File: config.mk
export PLATFORM = sky130hd
export DESIGN_NAME = ctt_cell
export DESIGN_NICKNAME = d
export VERILOG_FILES = /design/src/rtl/core/ctt_pkg.sv /design/src/rtl/core/ctt_cell.sv
export SDC_FILE = /design/constraint.sdc
export NUM_CORES = 1
export LEC_CHECK = 0
export BUFFER_PORTS_ARGS = -buffer_cell sky130_fd_sc_hd__buf_2
export CAP_MARGIN = 40
export CORE_AREA = 2 2 186 188
export CTS_CLUSTER_DIAMETER = 120
export DETAILED_ROUTE_END_ITERATION = 10
export DIE_AREA = 0 0 188 190
export GPL_TIMING_DRIVEN = 0
export SYNTH_ARGS = -nofsm -noshare
export SYNTH_HDL_FRONTEND = slang
export SYNTH_SLANG_ARGS = --single-unit
File: constraint.sdc
create_clock -name i_clk -period 4.01 [get_ports i_clk]
set_clock_uncertainty 0.15 [all_clocks]
set_input_delay 0.401 -clock i_clk [delete_from_list [all_inputs] [get_ports i_clk]]
set_output_delay 0.401 -clock i_clk [all_outputs]
set_load 0.03 [all_outputs]
File: src/rtl/core/ctt_pkg.sv
// Types and constants shared by the connection tuple table.
// No dependencies; every other file of the block imports this package.
`timescale 1ns / 1ps
`default_nettype none

package ctt_pkg;

    localparam int CTT_TABLE_ENTRIES = 64;

    typedef enum logic [1:0] {
        OP_INSERT = 2'd0,
        OP_DELETE = 2'd1,
        OP_LOOKUP = 2'd2,
        OP_CHECK  = 2'd3
    } t_op;

    typedef enum logic [1:0] {
        ST_OK        = 2'd0,
        ST_NOT_FOUND = 2'd1,
        ST_FULL      = 2'd2
    } t_status;

    typedef struct packed {
        t_op         opcode;
        logic [31:0] remote_ip;
        logic [31:0] local_ip;
        logic [15:0] peer_port;
        logic [15:0] host_port;
        logic [7:0]  protocol;
        logic [7:0]  owner_thread;
    } t_req;

    typedef struct packed {
        t_status     status;
        logic [7:0]  found_thread;
    } t_rsp;

    typedef struct packed {
        logic [31:0] remote_ip;
        logic [31:0] local_ip;
        logic [31:0] ports;
        logic [7:0]  protocol;
        logic [7:0]  owner;
    } t_slot;

    typedef struct packed {
        logic  valid;
        t_slot slot;
    } t_entry;

    typedef struct packed {
        logic capture;
        logic wild;
        logic ins_shift;
        logic del_en;
    } t_cell_ctl;

endpackage

`default_nettype wire

File: src/rtl/core/ctt_cell.sv
// One slot of the connection tuple table: stored tuple, compare, shift.
// Depends on ctt_pkg.
`timescale 1ns / 1ps
`default_nettype none

module ctt_cell
    import ctt_pkg::*;
(
    input  wire        i_clk,
    input  wire        i_rst_n,
    input  wire t_cell_ctl i_ctl,
    input  wire t_req  i_req,
    input  wire t_entry i_prev,
    input  wire t_entry i_next,
    input  wire        i_hit_before,
    input  wire  [7:0] i_owner_acc,
    output t_entry     o_entry,
    output logic       o_hit_upto,
    output logic [7:0] o_owner_acc
);

    logic   r_valid;
    t_slot  r_slot;
    logic   r_match;
    logic   w_match;
    logic   w_first;
    logic   w_del_shift;

    always_comb begin
        w_match = r_valid
               && (r_slot.ports == {i_req.peer_port, i_req.host_port})
               && (r_slot.protocol == i_req.protocol)
               && ((r_slot.remote_ip == i_req.remote_ip)
                   || (i_ctl.wild && (i_req.remote_ip == 32'd0)))
               && ((r_slot.local_ip == i_req.local_ip)
                   || (i_ctl.wild && (i_req.local_ip == 32'd0)));
    end

    assign o_hit_upto  = i_hit_before | r_match;
    assign w_first     = r_match & ~i_hit_before;
    assign o_owner_acc = i_owner_acc | (w_first ? r_slot.owner : 8'd0);
    assign w_del_shift = i_ctl.del_en & o_hit_upto;

    assign o_entry.valid = r_valid;
    assign o_entry.slot  = r_slot;

    always_ff @(posedge i_clk) begin
        if (!i_rst_n) begin
            r_valid <= 1'b0;
            r_match <= 1'b0;
        end else begin
            if (i_ctl.capture) begin
                r_match <= w_match;
            end
            if (i_ctl.ins_shift) begin
                r_valid <= i_prev.valid;
            end else if (w_del_shift) begin
                r_valid <= i_next.valid;
            end
        end
    end

    always_ff @(posedge i_clk) begin
        if (i_ctl.ins_shift) begin
            r_slot <= i_prev.slot;
        end else if (w_del_shift) begin
            r_slot <= i_next.slot;
        end
    end

endmodule

`default_nettype wire

==> results of run 1 <==
-- cell families (layout without fill, tap and decap cells) --
kind of cell | after synthesis | after routing | synth area share (%)
simple gates | 63 | 63 | 6.61
mux | 114 | 114 | 20.7
flops | 114 | 114 | 55.0
buf+inv | 15 | 513 | 1.54
compound gates | 12 | 12 | 1.40
xor+xnor | 104 | 104 | 14.7
-- critical path: cells and delay by family (launching register included) --
kind / cells / cell delay [ns]
buffers and inverters: 2 / 0.58
DFF: 1 / 0.39
AOI/OAI and AO/OA: 1 / 0.21
and+or+nand+nor: 1 / 0.15
-- registers in the layout (all words and copies together) (netlist names) --
signal   flops
r_valid      1
o_entry    112
r_match      1
-- placed cells by master, fill, tap and decap left out, types with 9 or more instances in the layout --
master,count
buf_2,469
buf_4,9
clkbuf_16,17
edfxtp_1,112
mux2_1,54
mux2_2,59
nand4_1,24
nor4_1,22
xnor2_1,72
xor2_1,32
-- synthesized netlist by cell type --
library cell / instances / share of area [%]
edfxtp_1: 112 / 54
xnor2_1: 72 / 10
mux2_2: 59 / 11
mux2_1: 54 / 9.8
xor2_1: 32 / 4.5
nand4_1: 24 / 2.4
nor4_1: 22 / 2.2
a21o_1: 9 / 1.1
buf_4: 9 / 1.1
buf_2: 4 / 0.32
nor2_1: 3 / 0.18
nor3_1: 3 / 0.24
clkbuf_1: 2 / 0.12
dfxtp_1: 2 / 0.65
nor2b_1: 2 / 0.20
nor4b_1: 2 / 0.28
or3_1: 2 / 0.20
a21oi_1: 1 / 0.081
mux2i_1: 1 / 0.16
nand3_1: 1 / 0.081
nand3b_1: 1 / 0.12
nor4_2: 1 / 0.20
nor4_4: 1 / 0.34
o2111ai_1: 1 / 0.14
o21ai_1: 1 / 0.081
or2_1: 1 / 0.10
-- through the flow --
stage / cells / setup TNS [ns] / util [%] / instance area (um^2) / hold WS (ns)
final: 1375 / 0 / 28.7 / 9730 / 0.0663
after floorplan: 422 / 0 / - / 6190 / 0.306
after detailed placement: 1343 / 0 / 26.9 / 9120 / 0.366
after global routing: 1375 / 0 / 28.7 / 9730 / 0.0668
after CTS: 1375 / 0 / 28.7 / 9730 / 0.0378
after global placement: 1342 / -100.78 / 26.8 / 9080 / 0.369
-- layout make-up --
| cell class | instances | area [um^2] |
|---|---|---|
| plain buffers | 15 | 95.1 |
| clock buffers | 21 | 450 |
| clock inverters | 11 | 160 |
| fillers | 3580 | 24200 |
| multi-input cells | 293 | 2700 |
| flip-flops and latches | 114 | 3400 |
| well taps | 455 | 569 |
| repair buffers | 466 | 2350 |
-- power groups by stage --
| stage | registers (uW) | logic [uW] | clock network, uW |
|---|---|---|---|
| after floorplan | 1850 | 289 | 0 |
| after global placement | 1620 | 980 | 0 |
| after detailed placement | 1620 | 991 | 0 |
| after CTS | 1590 | 995 | 1670 |
| after global routing | 1600 | 1050 | 1720 |
| final | 1590 | 981 | 1630 |
-- per-layer routing --
layer / part of all wire (%) / vias to the layer above / GRT usage [%]
met1: 38 / 2613 / 15.3
met5: 0 / - / 0
met3: 8.1 / 19 / 4.33
met2: 53 / 297 / 25.9
met4: 1.7 / 0 / 4.75
li1: - / 2586 / -
-- how the worst max path moves through the flow --
stage | depth (start not counted) | slack [ns] | end | from
final | 4 | 1.70 | o_owner_acc[4] | r_match
after global routing | 4 | 1.58 | o_owner_acc[4] | r_match
after CTS | 4 | 1.70 | o_owner_acc[4] | r_match
after detailed placement | 4 | 1.67 | o_entry[48] | i_ctl[1]
after global placement | 4 | -0.95 | r_valid | i_ctl[1]
after floorplan | 4 | 0.26 | r_valid | i_hit_before
==> results_dict.tcl, run 1 <==
set metrics [dict create \
    setup_viol 0 \
    grt_pass1_vias 5903 \
    ios 477 \
    dr.pass1.iters 4 \
    route.detailed.drc 0 \
    syn_avg_cell_area_um2 14.7 \
    clk_latency_ns 0.43 \
    vias_per_cell 4.01 \
    critPathMaxStageDelay_ns 0.39 \
    power_uw 4200 \
    coreArea_mm2 0.0339 \
    cts_setup_buffers 0 \
    crit_type "reg -> out" \
    syn_inst 422 \
    gr-total-overflow 0 \
    synthDistinctLibCells 26 \
    path_clk_slew_ns 0.06 \
    ant_nets 0 \
    cts_made_buffers 17 \
    dpl.hpwl_um 21800 \
    postCtsHoldBufs 0 \
    start_util_pct 18.2 \
    cts.sinks 114 \
    switching_power_uw 1280 \
    chipWidth_um 188 \
    clkPwrFrac_pct 38.9 \
    power.density_mw_per_mm2 432 \
    crit_path_end_kind "output pin" \
    status "finished, final reports clean" \
    antenna_found_initial 0 \
    grt_max_degree 62 \
    hp-start "i_rst_n" \
    power_frac_comb_pct 23.3 \
    max-vdd-ir-drop_uv 381 \
    max_slew_margin_pct 50.7 \
    syn_to_final_growth_pct 57.2 \
    pre_cts_slack_ns 1.67 \
    drive_gt1_share_pct 62.0 \
    yosysWarningCount 0 \
    cp.required_ns 3.46 \
    fp.dieH_um 190 \
    period_share_pct 57.6 \
    power_frac_seq_pct 37.8 \
    p_int_uw 2920 \
    fmax_ghz 0.433 \
    min_period_ns 2.31 \
    root_buffer "clkbuf_16" \
    hold_violations 0 \
    rr_worst_depth 6 \
    postCtsResizedCells 0 \
    cp_slowest_cell "dfxtp_1" \
    worstHoldPathCells 2 \
    drt-total-wl_um 25800 \
    die_area_mm2 0.0357 \
    wl_per_cell_um 18.7 \
    netlist_area_mm2 0.00619 \
    crit_fanout 8 \
    row_count 68 \
    nets 1262 \
    clockBufferDepth 2 \
    tightest_slew_ns 0.740 \
    cap_violations 0 \
    initialDrtViolationCount 204 \
    grt.total_usage_pct 14.1 \
    diodes 0 \
    min_to "r_valid" \
    cts_tree "built" \
    ff2ff_setup_slack_ns 1.86 \
    rsz0062_at_grt "false" \
    ys_seq_area_share_pct 55.0 \
    ys_seq_elements 114 \
    syn_nets 777 \
    vias 5515 \
    grt_pass1_wl_um 36000 \
    globalplace.congestion 0.858 \
    r2r-end "r_match" \
    crit_arrival_ns 1.76 \
    h-tree-depth 4 \
    rr_startpoint "o_entry[78]" \
    fin_ws_ns 1.70 \
    worstHoldPathType "in -> reg" \
    crit_chain "nor2b_1, clkbuf_1, a21o_1, buf_2" \
    maxSlewViolCount 0 \
    swShare_pct 30.5 \
    cp-start-kind "register" \
    p_leak_uw 0.00419 \
    io_buffers 465 \
]
Power figures use the tool's default switching activity.
==> inputs of run 2 (changes only) <==
Settings changed: ABC_AREA from default to 1, CORE_AREA 2 2 186 188 to 2 2 184 186, DIE_AREA 0 0 188 190 to 0 0 186 188.
Clock period 4.01 ns to 2.2 ns, I/O delays scaled along.
==> run 2 against run 1 <==
  * Worst setup slack got worse by 1.6 ns
  * Global-route usage rose by 1.8 points
  * Clock power up 81%
  * Non-clock buffer count grew 226
  * Via count increased by 32%
  * Sequential cell count did not move
  * Die area is 2.1% lower
  * Largest power group unchanged
==> results_dict.tcl, run 2 <==
set metrics [dict create \
    cts_setup_buffers 0 \
    largest_reg_flops 112 \
    worstHoldPathType "in -> reg" \
    crit_type "reg -> reg" \
    synth-simple-area-share_pct 14.6 \
    die_area_mm2 0.0350 \
    vias 7297 \
    syn_to_final_growth_pct 86.2 \
    postCtsResizedCells 0 \
    final_cell_mix "buf_2, dlygate4sd3_1, nand2_1, mux2_1, edfxtp_1" \
    wl_per_cell_um 15.6 \
    cts_made_buffers 17 \
    grt_pass1_vias 7884 \
    globalplace.congestion 0.812 \
    ys_seq_area_share_pct 50.5 \
    ant_nets 0 \
    fin_ws_ns 0.0998 \
    synth_top_family_by_area "multiplexers" \
    drt-total-wl_um 28300 \
    status "finished, final reports clean" \
    synth_top_cell_area_share_pct 50.0 \
    crit_path_end_kind "register" \
    fp.dieH_um 188 \
    coreArea_mm2 0.0331 \
    synth-adder-area-share_pct 0 \
    synth-xor-area-share_pct 8.46 \
    async_flop_share_pct 0 \
    initialDrtViolationCount 253 \
    final_common_cell "buf_2" \
    setup_viol 0 \
    antenna_found_initial 2 \
    cap_violations 0 \
    pre_cts_slack_ns -0.186 \
    cp.required_ns 2.15 \
    synth_compound_area_share_pct 2.30 \
    p_leak_uw 0.00578 \
    syn_inst 648 \
    postCtsHoldBufs 226 \
    nets 1714 \
    route.detailed.drc 0 \
    io_buffers 465 \
    drive_gt1_share_pct 38.6 \
    syn_nets 1003 \
    chipWidth_um 186 \
    setup_tns_ns 0 \
    synthDistinctLibCells 26 \
    synthFlopType "edfxtp_1" \
    root_buffer "clkbuf_16" \
    critPathMaxStageDelay_ns 0.29 \
    min_period_ns 2.10 \
    path_buf_inv 3 \
    yosysMostFrequentCell "nand2_1" \
    tightest_slew_ns 0.637 \
    clockBufferDepth 2 \
    period_share_pct 95.5 \
    max_slew_margin_pct 57.1 \
    power.density_mw_per_mm2 644 \
    grt_max_degree 73 \
    crit_arrival_ns 2.05 \
    crit_family "buffers and inverters" \
    grt_pass1_wl_um 41100 \
    num-fill-cells 3230 \
    maxSlewViolCount 0 \
    yosysTopAreaCell "edfxtp_1" \
    grt.total_usage_pct 15.9 \
    ys_seq_elements 114 \
    yosysWarningCount 0 \
    dpl.hpwl_um 21400 \
    clk_latency_ns 0.43 \
    rsz0062_at_grt "false" \
    netlist_area_mm2 0.00673 \
    fmax_ghz 0.476 \
    syn_avg_cell_area_um2 10.4 \
    row_count 67 \
    synth_common_cells "nand2_1, edfxtp_1, mux2_1, nor2_1, inv_1" \
    synth_area_leaders "edfxtp_1, mux2_1, nand2_1, xnor2_1, nor2_1" \
    gr-total-overflow 0 \
    crit_chain "buf_4, or2_1, a21oi_1, inv_6, buf_16" \
    muxShareOfSynthArea_pct 18.7 \
    cp_slowest_cell "dfxtp_1" \
    vias_per_cell 4.01 \
    synth_edf_count 112 \
    cts_tree "built" \
    start_util_pct 20.3 \
    h-tree-depth 4 \
    cts.sinks 114 \
    path_clk_slew_ns 0.06 \
    ios 477 \
    dr.pass1.iters 6 \
    hold_violations 0 \
    crit_fanout 72 \
    cp-start-kind "register" \
    max-vdd-ir-drop_uv 472 \
]
-- run 2: final timing paths --
path | from | cells past startpoint | slack, ns | to
setup / recovery | r_match | 5 | 0.1 | o_entry[99]
hold / removal | i_prev[112] | 3 | 0.06 | r_valid
setup reg to reg | r_match | 5 | 0.1 | o_entry[99]
hold reg to reg | r_match | 3 | 0.48 | r_match
-- run 2: cell families after synthesis --
group,after synthesis
xor+xnor,65
flops,114
simple gates,246
compound gates,24
buf+inv,87
mux,112
-- run 2: area by class of cell --
cell class | count | area (um^2) | area share [%]
clock buffer | 18 | 429 | 3.42
sequential | 114 | 3400 | 27.2
tap | 448 | 561 | 4.47
buffer | 15 | 92.6 | 0.739
clock inverter | 14 | 188 | 1.50
timing repair buffer | 692 | 4620 | 36.8
inverter | 72 | 275 | 2.20
antenna | 1 | 2.50 | 0.0200
multi-input combinational | 447 | 2970 | 23.7
-- run 2: metal layers --
| layer | GRT usage [%] | wire length, um | vias to the layer above |
|---|---|---|---|
| met5 | 0 | 10 | - |
| met4 | 9.27 | 1180 | 2 |
| met3 | 4.47 | 2080 | 59 |
| met2 | 28.3 | 14300 | 339 |
| met1 | 16.5 | 10700 | 3319 |
| li1 | - | - | 3578 |
-- run 2: through the flow --
| step | hold WS [ns] | utilization [%] | total power (uW) | std cells | cell area (um^2) |
|---|---|---|---|---|---|
| after floorplan | 0.192 | - | 3960 | 648 | 6740 |
| after global placement | 0.338 | 29.1 | 4740 | 1561 | 9620 |
| after detailed placement | 0.335 | 29.2 | 4780 | 1562 | 9650 |
| after CTS | 0.0676 | 37.8 | 8140 | 1820 | 12500 |
| after global routing | 0.0758 | 37.8 | 8460 | 1820 | 12500 |
| final | 0.0562 | 37.9 | 8070 | 1821 | 12500 |
-- run 2: tightest hold or removal path: cells and delay by family --
family | cells | cell delay, ns
buffers and inverters | 1 | 0.08
AOI/OAI and AO/OA | 2 | 0.29
-- run 2: power by group --
group | switching, uW | total [uW] | internal (uW) | leakage (uW)
clock network | 1060 | 2950 | 1890 | 0.000304
registers | 184 | 2870 | 2690 | 0.00114
logic | 1210 | 2250 | 1040 | 0.00435
total | 2450 | 8070 | 5620 | 0.00578
